--- config.mk ---
export PLATFORM = sky130hd
export DESIGN_NAME = tqle_scan
export DESIGN_NICKNAME = d
export VERILOG_FILES = /design/src/hdl/tqle_pkg.sv /design/src/hdl/tqle_scan.sv
export SDC_FILE = /design/constraint.sdc
export NUM_CORES = 1
export LEC_CHECK = 0
export BUFFER_PORTS_ARGS = -buffer_cell sky130_fd_sc_hd__buf_2
export CELL_PAD_IN_SITES_DETAIL_PLACEMENT = 0
export CELL_PAD_IN_SITES_GLOBAL_PLACEMENT = 1
export CORE_MARGIN = 10
export CORE_UTILIZATION = 34
export DETAILED_ROUTE_END_ITERATION = 16
export GPL_TIMING_DRIVEN = 0
export HOLD_SLACK_MARGIN = 0.12
export PLACE_DENSITY_LB_ADDON = 0.1
export SYNTH_ARGS = -nofsm -noshare
export SYNTH_HDL_FRONTEND = slang
export SYNTH_SLANG_ARGS = --single-unit
export TNS_END_PERCENT = 5
--- constraint.sdc ---
create_clock -name clk -period 3.15 [get_ports clk]
set_clock_uncertainty 0.05 [all_clocks]
set_input_delay 0.63 -clock clk [delete_from_list [all_inputs] [get_ports clk]]
set_output_delay 0.63 -clock clk [all_outputs]
set_load 0.02 [all_outputs]
--- src/hdl/tqle_pkg.sv ---
// Shared types, constants and helper functions of the tabular Q-learning engine.
// Used by tqle_scan, tqle_arith and the top level in this folder; depends on nothing else.
package tqle_pkg;

  localparam int NUM_STATES  = 1024;
  localparam int NUM_ACTIONS = 8;

  localparam int STATE_W = $clog2(NUM_STATES);
  localparam int ACT_W   = $clog2(NUM_ACTIONS);
  localparam int ADDR_W  = STATE_W + ACT_W;
  localparam int DEPTH   = NUM_STATES * NUM_ACTIONS;
  localparam int CNT_W   = $clog2(NUM_ACTIONS + 1);

  localparam int Q_W     = 32;
  localparam int FR_W    = 17;
  localparam int AU_W    = 4;
  localparam int CMD_W   = 2;
  localparam int IDX_W   = 3;
  localparam int U_W     = 16;
  localparam int RACT_W  = 3;
  localparam int SIDX_W  = 10;
  localparam int AIDX_W  = 3;

  localparam int IN_TDATA_W  = 80;
  localparam int OUT_TDATA_W = 72;
  localparam int OUT_TUSER_W = 2;

  localparam logic [FR_W-1:0] ONE_Q16 = 17'd65536;

  localparam logic [FR_W-1:0] RST_DISCOUNT = 17'd58982;
  localparam logic [FR_W-1:0] RST_LR_INIT  = 17'd6554;
  localparam logic [FR_W-1:0] RST_DECAY    = 17'd0;
  localparam logic [FR_W-1:0] RST_EPS_INIT = 17'd65536;
  localparam logic [FR_W-1:0] RST_EPS_FIN  = 17'd0;
  localparam logic [AU_W-1:0] RST_ACTIONS  = 4'd8;

  typedef enum logic [CMD_W-1:0] {
    CMD_UPDATE  = 2'd0,
    CMD_CHOOSE  = 2'd1,
    CMD_DECAY   = 2'd2,
    CMD_RESTART = 2'd3
  } cmd_t;

  typedef enum logic [IDX_W-1:0] {
    CFG_DISCOUNT = 3'd0,
    CFG_LR_INIT  = 3'd1,
    CFG_DECAY    = 3'd2,
    CFG_EPS_INIT = 3'd3,
    CFG_EPS_FIN  = 3'd4,
    CFG_ACTIONS  = 3'd5
  } cfg_idx_t;

  typedef enum logic [3:0] {
    S_CLEAR,
    S_IDLE,
    S_SCAN,
    S_SETTLE,
    S_OLD,
    S_MUL_D,
    S_TGT,
    S_MUL_L,
    S_SUM,
    S_DEC_MUL,
    S_DEC_ADD,
    S_OUT
  } state_t;

  typedef struct packed {
    logic ld_disc;
    logic ld_tgt;
    logic ld_mul;
    logic ld_sum;
    logic dec_mul;
    logic dec_add;
    logic restart;
  } arith_ctrl_t;

  function automatic logic [FR_W-1:0] frac(input logic [FR_W-1:0] v);
    frac = (v > ONE_Q16) ? ONE_Q16 : v;
  endfunction

  function automatic logic [CNT_W-1:0] used_actions(input logic [AU_W-1:0] au);
    if (au == '0) begin
      used_actions = CNT_W'(1);
    end else if (int'(au) > NUM_ACTIONS) begin
      used_actions = CNT_W'(NUM_ACTIONS);
    end else begin
      used_actions = CNT_W'(au);
    end
  endfunction

  function automatic logic [ACT_W-1:0] mod_action(input logic [RACT_W-1:0] ract,
                                                  input logic [CNT_W-1:0]  n);
    logic [CNT_W+RACT_W-1:0] r;
    r = (CNT_W+RACT_W)'(ract);
    for (int i = 0; i < (1 << RACT_W); i++) begin
      if (r >= (CNT_W+RACT_W)'(n)) begin
        r = r - (CNT_W+RACT_W)'(n);
      end
    end
    mod_action = ACT_W'(r);
  endfunction

endpackage

--- src/hdl/tqle_scan.sv ---
// Running maximum over one Q table row, fed one entry per cycle from the RAM.
// Depends on tqle_pkg.
module tqle_scan (
  input  logic                                clk,
  input  logic                                vld,
  input  logic [tqle_pkg::ACT_W-1:0]          col,
  input  logic signed [tqle_pkg::Q_W-1:0]     rdata,
  output logic signed [tqle_pkg::Q_W-1:0]     best,
  output logic [tqle_pkg::ACT_W-1:0]          best_col
);
  import tqle_pkg::*;

  logic signed [Q_W-1:0] best_r;
  logic [ACT_W-1:0]      best_col_r;

  // The first column always loads; later ones only when strictly larger.
  always_ff @(posedge clk) begin
    if (vld && (col == '0 || rdata > best_r)) begin
      best_r     <= rdata;
      best_col_r <= col;
    end
  end

  assign best     = best_r;
  assign best_col = best_col_r;

endmodule

==> flow_summary.toml, run 1 <==
[yosys]
yosysUniqueCellTypes = 24
yosys_warnings = 0
postSynthAreaPerCell_um2 = 12.32
syn-cell-area_um2 = 1897
yosys-top-cells-area = "sky130_fd_sc_hd__edfxtp_1 55%, sky130_fd_sc_hd__ha_1 21%, sky130_fd_sc_hd__inv_1 6.5%, sky130_fd_sc_hd__a21oi_1 3.4%, sky130_fd_sc_hd__nand4_1 2.3%"
synth.net_count = 223
synth_top_area_share = 0.5541
post_synth_inst_count = 154
synth.yosys.seq_area_share = 0.5541
synth_largest_area_cell = "sky130_fd_sc_hd__edfxtp_1"
synth.ff_latch_count = 35

[clock_tree]
h-tree-depth = 2
tritoncts = "yes"
cts.repair_timing.setup_buffer_count = 0
numCtsBuffers = 5
cts_root_buf = "sky130_fd_sc_hd__clkbuf_8"
cts_sinks = 35
ctsHoldBuffers = 0
clk_latency_ns = 0.28
cts.path.max_buffers = 2
resize_count_post_cts = 1
cts.clk_slew.worst_paths_ns = 0.07

[setup_path]
timing.critical_path.fanout_max = 35
setup.worst_path.start_class = "primary input"
r2r_setup_slack_ns = 0.31
cp-end-kind = "register"
rr_worst_depth = 8
cp_data_required_time_ns = 3.01
data_arrival_time_of_the_critical_path_ns = 2.78
max_stage_delay_ns = 0.63
cp_cell_sequence = "buf_2, ha_1, a21oi_1, o21ai_0, a221o_1, a211o_1, o22ai_1, a211o_2"
critical_path.reg2reg.startpoint = "best[31]"
r2r-end = "best[10]"
category_of_the_most_critical_setup_path = "primary input to register"
critical-path-slowest-cell = "sky130_fd_sc_hd__a211o_2"

[drt]
vias = 1438
antenna_left = 0
first_iter_violations = 30
drt-total-wl_um = 4444
avgViaCountPerCell = 4.715
wl_per_cell_um = 14.57
drt_pass1_iterations = 4
drc_errors = 0

[sta]
number_of_pins_with_negative_max_slew_slack_in_the_final_report = 0
max_freq_mhz = 343.1
worst_slew_margin_rel = 0.4928
hold_viol = 0
layout_min_cycle_time_ns = 2.915
worstMarginPinSlew_ns = 0.7608
report.final.setup_viol = 0
rsz0062_at_grt = "false"
timing.final.crit_share = 0.9254

[global_routing]
grt.overflow.total = 0
grt_util_met2 = 0.1819
gr-usage-met3 = 0.04282
global_route_wire_length_before_repair_um = 7224
number_of_antenna_violations_at_the_first_check_in_global_routing = 0
grt_util_overall = 0.1020
use_met1 = 0.1072
grt_max_degree = 36
via_count_of_the_first_global_routing_pass = 1581
grt_most_used_layer = "met2"

[floorplanning]
die-area_um2 = 8966
die_height_um = 94.69
starting_density_of_the_core = 0.3466
fp.dieW_um = 94.69
placementRows = 27
floorplan.io_pins = 72
core_um2 = 5473

[layout]
fin_area_um2 = 2451
final_core_utilization = 0.4479
num_antenna_cells = 0
final_common_cell = "sky130_fd_sc_hd__buf_2"
drive_above_1_share = 0.3476
fin_nets = 301
layout_common_cells = "71 x sky130_fd_sc_hd__buf_2, 35 x sky130_fd_sc_hd__edfxtp_1, 33 x sky130_fd_sc_hd__inv_1"
area.growth.synth_to_final_pct = 29.22

[min_path]
min_path_type = "primary input to register"
start_point_of_the_worst_hold_path = "col[1]"
hold_end = "best_col[1]"
hold_depth = 1

[placed_design]
dp_hpwl_um = 3762
place_congestion = 0.7563
port-buffer-count = 71
dpl-instance-area_um2 = 2342

[status]
run_status = "completed"

[pwr]
power.density_nw_per_um2 = 538.9
leakagePower_nw = 1.196
worst_ir_drop_vdd_mv = 0.2154

[run]
max-cap-violations = 0
## metrics by stage
stage / cells / setup slack, ns / hold slack [ns] / setup TNS [ns] / total power [W]
floorplan: 154 / 0.01303 / 0.6789 / 0 / 0.0008240
global placement: 297 / -0.5455 / 0.7733 / -19.07 / 0.0009418
detailed placement: 297 / -0.5983 / 0.7746 / -20.92 / 0.0009517
CTS: 305 / 0.2029 / 0.4699 / 0 / 0.001347
global route: 305 / 0.09966 / 0.4657 / 0 / 0.001407
finish: 305 / 0.2350 / 0.4841 / 0 / 0.001321
## report_power, final
group | internal [W] | total [W] | switching (W)
Combinational | 0.000117 | 0.000323 | 0.000206
Sequential | 0.000585 | 0.000607 | 0.0000225
Clock | 0.000232 | 0.000390 | 0.000159
Total | 0.000933 | 0.00132 | 0.000388
## cell type report
type	count	area, um^2
multi-input combinational	86	723.2
fill	555	3022
tap	72	90.09
clock inverter	3	38.79
clock buffer	5	68.82
timing repair buffer	71	355.3
sequential	35	1051
inverter	33	123.9
## kinds of logic after synthesis
family | share of synthesized area
DFF | 0.5541
buffers and inverters | 0.06530
adders and majority gates | 0.2111
AOI/OAI and AO/OA | 0.08905
and+or+nand+nor | 0.08048
## cell usage after synthesis
cell type                   count
sky130_fd_sc_hd__nand4_1        7
sky130_fd_sc_hd__nand3_1        4
sky130_fd_sc_hd__edfxtp_1      35
sky130_fd_sc_hd__a2111oi_0      1
sky130_fd_sc_hd__nor4_2         1
sky130_fd_sc_hd__a31oi_1        1
sky130_fd_sc_hd__a221o_1        2
sky130_fd_sc_hd__nand2_1        6
sky130_fd_sc_hd__nor4_1         1
sky130_fd_sc_hd__a211o_1        2
sky130_fd_sc_hd__and2_1         1
sky130_fd_sc_hd__o31ai_1        1
sky130_fd_sc_hd__nor3_1         1
sky130_fd_sc_hd__a21oi_1       13
sky130_fd_sc_hd__o21ai_0        3
sky130_fd_sc_hd__a21o_1         2
sky130_fd_sc_hd__nor2_1         3
sky130_fd_sc_hd__o211ai_1       1
sky130_fd_sc_hd__ha_1          32
sky130_fd_sc_hd__inv_1         33
sky130_fd_sc_hd__o22ai_1        1
sky130_fd_sc_hd__nand2b_1       1
sky130_fd_sc_hd__nand4_2        1
sky130_fd_sc_hd__nor2b_1        1
## worst max-delay path, delay by kind of cell
family	cells	cell delay (ns)
buffers and inverters	1	0.11
adders and majority gates	1	0.32
AOI/OAI and AO/OA	6	1.71
## metal layers
metal	share of wire	wire, um
met1	0.38	1705
met2	0.53	2360
met3	0.074	327
met4	0.011	51
met5	0	0
## how the worst max path moves through the flow
| stage | start | endpoint | cells past startpoint |
|---|---|---|---|
| after floorplan | rdata[23] | best[0] | 7 |
| after global placement | rdata[23] | best[9] | 8 |
| after detailed placement | rdata[23] | best[18] | 8 |
| after CTS | rdata[23] | best[6] | 8 |
| after global routing | rdata[23] | best[8] | 8 |
| final | rdata[23] | best[10] | 8 |
## sequential cells by signal, summed over array words and instances, names as in the netlist
signal / count
best_col: 3
best: 32
Note: power is estimated with default switching activity, not from simulation.
==> run 2, diff against run 1 <==
--- a/config.mk
+++ b/config.mk
@@ -6,14 +6,12 @@
 export NUM_CORES = 1
 export LEC_CHECK = 0
 export BUFFER_PORTS_ARGS = -buffer_cell sky130_fd_sc_hd__buf_2
-export CELL_PAD_IN_SITES_DETAIL_PLACEMENT = 0
-export CELL_PAD_IN_SITES_GLOBAL_PLACEMENT = 1
 export CORE_MARGIN = 10
-export CORE_UTILIZATION = 34
+export CORE_UTILIZATION = 40
 export DETAILED_ROUTE_END_ITERATION = 16
 export GPL_TIMING_DRIVEN = 0
 export HOLD_SLACK_MARGIN = 0.12
-export PLACE_DENSITY_LB_ADDON = 0.1
+export PLACE_DENSITY = 0.7
 export SYNTH_ARGS = -nofsm -noshare
 export SYNTH_HDL_FRONTEND = slang
 export SYNTH_SLANG_ARGS = --single-unit
==> run 2 against run 1 <==
Effect of this change: worst hold slack improved by 0.0040 ns; maximum frequency increased by 1.3%; highest routed layer unchanged; register-to-register slack gained 0.03 ns; first-iteration DRC count rose by 23%; flip-flop and latch count unchanged; clock-buffer cell count did not move; cell area shrank 1.0%; combinational power barely moved; clock power down 1%; critical path type unchanged; global-route usage increased by 0.71 points; die area down 12%; critical path depth stayed put.
==> flow_summary.toml, run 2 (synthesis gave the netlist of run 1 again) <==
[drt]
antenna_left = 0
avgViaCountPerCell = 4.909
drt_pass1_iterations = 4
vias = 1399
drc_errors = 0
wl_per_cell_um = 14.83
first_iter_violations = 37
drt-total-wl_um = 4226

[global_routing]
grt_max_degree = 36
via_count_of_the_first_global_routing_pass = 1493
grt_util_overall = 0.1091
use_met1 = 0.1260
grt_most_used_layer = "met2"
gr-usage-met3 = 0.06158
number_of_antenna_violations_at_the_first_check_in_global_routing = 0
global_route_wire_length_before_repair_um = 6672
grt.overflow.total = 0
grt_util_met2 = 0.1695

[floorplanning]
fp.dieW_um = 88.86
core_um2 = 4474
die-area_um2 = 7896
die_height_um = 88.86
starting_density_of_the_core = 0.4239
floorplan.io_pins = 72
placementRows = 24

[setup_path]
setup.worst_path.start_class = "primary input"
max_stage_delay_ns = 0.62
critical-path-slowest-cell = "sky130_fd_sc_hd__a211o_2"
cp-end-kind = "register"
timing.critical_path.fanout_max = 35
cp_data_required_time_ns = 3.01
cp_cell_sequence = "buf_2, ha_1, a21oi_1, o21ai_0, a221o_1, a211o_1, o22ai_1, a211o_2"
category_of_the_most_critical_setup_path = "primary input to register"
data_arrival_time_of_the_critical_path_ns = 2.74

[layout]
drive_above_1_share = 0.3476
layout_common_cells = "71 x sky130_fd_sc_hd__buf_2, 35 x sky130_fd_sc_hd__edfxtp_1, 33 x sky130_fd_sc_hd__inv_1"
final-instance-count-excl-fill = 285
largest_reg_flops = 32
fin_nets = 301
final.fill_count = 425
final-seq-area_um2 = 1051
num_antenna_cells = 0
area.growth.synth_to_final_pct = 27.90
final_core_utilization = 0.5422
multi_input_area_um2 = 723.2
final_common_cell = "sky130_fd_sc_hd__buf_2"

[pwr]
power.density_nw_per_um2 = 541.6
switching_share = 0.2904
combPwrFrac = 0.245
power_frac_clock = 0.294
power.net_switching_w = 0.0003815
leakagePower_nw = 1.196
fin_total_pwr_w = 0.001314
p_int_w = 0.0009325
power_frac_seq = 0.462
worst_ir_drop_vdd_mv = 0.2750

[sta]
number_of_pins_with_negative_max_slew_slack_in_the_final_report = 0
worstMarginPinSlew_ns = 0.7514
timing.final.crit_share = 0.9138
layout_min_cycle_time_ns = 2.878
rsz0062_at_grt = "false"
report.final.setup_viol = 0
hold_viol = 0
max_freq_mhz = 347.4
final.hold.worst_slack_ns = 0.4881
worst_slew_margin_rel = 0.4991

[clock_tree]
tritoncts = "yes"
cts.repair_timing.setup_buffer_count = 0
h-tree-depth = 2
numCtsBuffers = 5
cts_root_buf = "sky130_fd_sc_hd__clkbuf_8"
cts.clk_slew.worst_paths_ns = 0.07
clk_latency_ns = 0.28
cts.path.max_buffers = 2
cts_sinks = 35
ctsHoldBuffers = 0

[placed_design]
dp_hpwl_um = 3560
place_congestion = 0.7593
port-buffer-count = 71
dp_cells = 277

[run]
max-cap-violations = 0

[min_path]
min_path_type = "primary input to register"

[status]
run_status = "completed"
[run 2: cell counts in the layout (fill, tap and decap cells not counted)]
No cell type changed its count.
[run 2: per-layer routing]
layer / wire length (um) / vias to the layer above / share of wire
li1: - / 720 / -
met1: 1801 / 627 / 0.43
met2: 1877 / 48 / 0.44
met3: 506 / 4 / 0.12
met4: 40 / 0 / 0.0095
met5: 0 / - / 0
[run 2: power by group through the flow]
stage	sequential [W]	combinational, W	clock (W)
final	0.000607	0.000321	0.000386
after global routing	0.000615	0.000363	0.000422
after CTS	0.000608	0.000329	0.000404
after detailed placement	0.000619	0.000327	0
after global placement	0.000615	0.000322	0
after floorplan	0.000682	0.000142	0
[run 2: critical path: cells and delay by family]
| family | cells | cell delay (ns) |
|---|---|---|
| AOI/OAI and AO/OA | 6 | 1.67 |
| buffers and inverters | 1 | 0.11 |
| adders and majority gates | 1 | 0.32 |
[run 2: repair_timing]
| item | 4_1_cts | 5_1_grt |
|---|---|---|
| setup endpoints to repair | 35 | 0 |
| resized for setup | 1 | 0 |
| hold endpoints to repair | 0 | 0 |
[run 2: path summary, 6_finish.rpt]
kind	startpoint	end	slack [ns]	depth (start not counted)
worst max-delay path	rdata[23]	best[10]	0.27	8
worst min-delay path	rdata[21]	best[21]	0.49	1
worst max register to register	best[23]	best[10]	0.34	8
worst min register to register	best[31]	best_col[0]	1.68	4
[run 2: layout make-up]
class	count	area share
inverter	33	0.05106
clock buffer	5	0.02837
timing repair buffer	71	0.1465
sequential	35	0.4332
multi-input combinational	86	0.2981
tap	52	0.02682
clock inverter	3	0.01599
[run 2: through the flow]
step / setup slack (ns) / TNS, ns / area [um^2]
final: 0.2715 / 0 / 2426
after floorplan: 0.01303 / 0 / 1897
after global routing: 0.1135 / 0 / 2426
after CTS: 0.2420 / 0 / 2426
after detailed placement: -0.5464 / -19.08 / 2317
after global placement: -0.5124 / -17.90 / 2317
==> run 3, diff against run 2 <==
--- a/config.mk
+++ b/config.mk
@@ -11,7 +11,7 @@
 export DETAILED_ROUTE_END_ITERATION = 16
 export GPL_TIMING_DRIVEN = 0
 export HOLD_SLACK_MARGIN = 0.12
-export PLACE_DENSITY = 0.7
+export PLACE_DENSITY = 0.67
 export SYNTH_ARGS = -nofsm -noshare
 export SYNTH_HDL_FRONTEND = slang
 export SYNTH_SLANG_ARGS = --single-unit
==> constraint.sdc (replaced) <==
create_clock -name clk -period 3.6 [get_ports clk]
set_clock_uncertainty 0.05 [all_clocks]
set_input_delay 0.72 -clock clk [delete_from_list [all_inputs] [get_ports clk]]
set_output_delay 0.72 -clock clk [all_outputs]
set_load 0.02 [all_outputs]
==> run 3 against run 2 <==
Effect of this change: critical endpoint is now best[1]; total power fell by 18%; critical path type unchanged; cell count did not move; sequential share of layout area rose by 0.50 points; highest routed layer unchanged.
==> flow_summary.toml, run 3 (synthesis gave the netlist of run 1 again) <==
[global_routing]
grt_util_overall = 0.1106
number_of_antenna_violations_at_the_first_check_in_global_routing = 0
global_route_wire_length_before_repair_um = 6693
grt.overflow.total = 0
grt_max_degree = 36
via_count_of_the_first_global_routing_pass = 1458

[drt]
wl_per_cell_um = 14.96
antenna_left = 0
drt-total-wl_um = 4263
drc_errors = 0
drt_pass1_iterations = 4
vias = 1382
avgViaCountPerCell = 4.849
first_iter_violations = 31

[layout]
drive_above_1_share = 0.3391
area.growth.synth_to_final_pct = 26.45
num_antenna_cells = 0
layout_common_cells = "71 x sky130_fd_sc_hd__buf_2, 35 x sky130_fd_sc_hd__edfxtp_1, 33 x sky130_fd_sc_hd__inv_1"
final-instance-count-excl-fill = 285
final_common_cell = "sky130_fd_sc_hd__buf_2"
final_core_utilization = 0.5361
largest_reg_flops = 32
fin_nets = 301

[floorplanning]
starting_density_of_the_core = 0.4239
core_um2 = 4474
die_height_um = 88.86
fp.dieW_um = 88.86
die-area_um2 = 7896
placementRows = 24
floorplan.io_pins = 72

[sta]
worst_slew_margin_rel = 0.4866
rsz0062_at_grt = "false"
hold_viol = 0
layout_min_cycle_time_ns = 3.002
timing.final.crit_share = 0.8338
report.final.setup_viol = 0
worstMarginPinSlew_ns = 0.7701
number_of_pins_with_negative_max_slew_slack_in_the_final_report = 0
max_freq_mhz = 333.2

[clock_tree]
numCtsBuffers = 5
cts_sinks = 35
cts_root_buf = "sky130_fd_sc_hd__clkbuf_8"
ctsHoldBuffers = 0
cts.path.max_buffers = 2
clk_latency_ns = 0.28
cts.clk_slew.worst_paths_ns = 0.07
tritoncts = "yes"
resize_count_post_cts = 0
h-tree-depth = 2
cts.repair_timing.setup_buffer_count = 0

[placed_design]
dp_hpwl_um = 3560
dp_cells = 277
place_congestion = 0.7297
port-buffer-count = 71

[setup_path]
cp-end-kind = "register"
critical-path-slowest-cell = "sky130_fd_sc_hd__a211o_2"
data_arrival_time_of_the_critical_path_ns = 2.86
max_stage_delay_ns = 0.64
cp_data_required_time_ns = 3.46
cp_cell_sequence = "buf_2, ha_1, a21oi_1, o21ai_0, a221o_1, a211o_1, o22ai_1, a211o_2"
category_of_the_most_critical_setup_path = "primary input to register"
kind_of_cell_adding_the_most_delay_to_the_critical_path = "compound AO/OA/AOI/OAI gates"
worstPathBufferInverterCount = 1
setup.worst_path.start_class = "primary input"
timing.critical_path.fanout_max = 35

[pwr]
leakagePower_nw = 1.181
power.density_nw_per_um2 = 449.8
worst_ir_drop_vdd_mv = 0.3135

[min_path]
min_path_type = "primary input to register"

[status]
run_status = "completed"

[run]
max-cap-violations = 0
[run 3: cell types whose count changed in the layout (fill, tap and decap cells not counted)]
cell and change:
sky130_fd_sc_hd__bufinv_16 -1, sky130_fd_sc_hd__clkbuf_1 +1, sky130_fd_sc_hd__clkinv_1 +1, sky130_fd_sc_hd__clkinv_2 -1
[run 3: layer usage]
layer,global-route usage,part of all wire,vias to the layer above,wire (um)
met4,0.03084,0.0040,0,17
met3,0.04963,0.098,2,416
met5,0,0,-,0
met2,0.1815,0.46,45,1982
met1,0.1276,0.43,616,1847
li1,-,-,719,-
[run 3: power by group]
part	internal [W]	switching (W)
Sequential	0.000512	0.0000197
Combinational	0.000102	0.000180
Clock	0.000132	0.000134
[run 3: worst register-to-register path, delay by kind of cell (launching register included)]
kind                     cells  cell delay, ns
AO/OA/AOI/OAI                6            1.71
flip-flops                   1            0.38
adder cells (fa/ha/maj)      1            0.25
buffers and inverters        1            0.07
[run 3: path summary, 6_finish.rpt]
path              cells past startpoint       from           to  slack (ns)
setup / recovery                      8  rdata[23]      best[1]        0.60
hold / removal                        1  rdata[16]     best[16]        0.58
setup reg to reg                      8   best[23]      best[1]        0.77
hold reg to reg                       4   best[31]  best_col[0]        1.68
[run 3: cell type report]
cell class                 count  area [um^2]
fill                         408         2076
sequential                    35         1051
multi-input combinational     86        723.2
timing repair buffer          71        355.3
inverter                      33        123.9
clock buffer                   6        72.57
tap                           52        65.06
clock inverter                 2        7.507
[run 3: stage by stage]
stage | setup slack (ns) | area, um^2 | TNS (ns) | hold WS (ns) | total power [W]
floorplan | 0.3730 | 1897 | 0 | 0.7689 | 0.0007210
global placement | -0.1500 | 2317 | -5.229 | 0.8629 | 0.0008202
detailed placement | -0.2041 | 2317 | -7.106 | 0.8635 | 0.0008287
CTS | 0.09477 | 2397 | 0 | 0.5709 | 0.001096
global route | 0.4617 | 2399 | 0 | 0.5646 | 0.001149
finish | 0.5985 | 2399 | 0 | 0.5801 | 0.001079
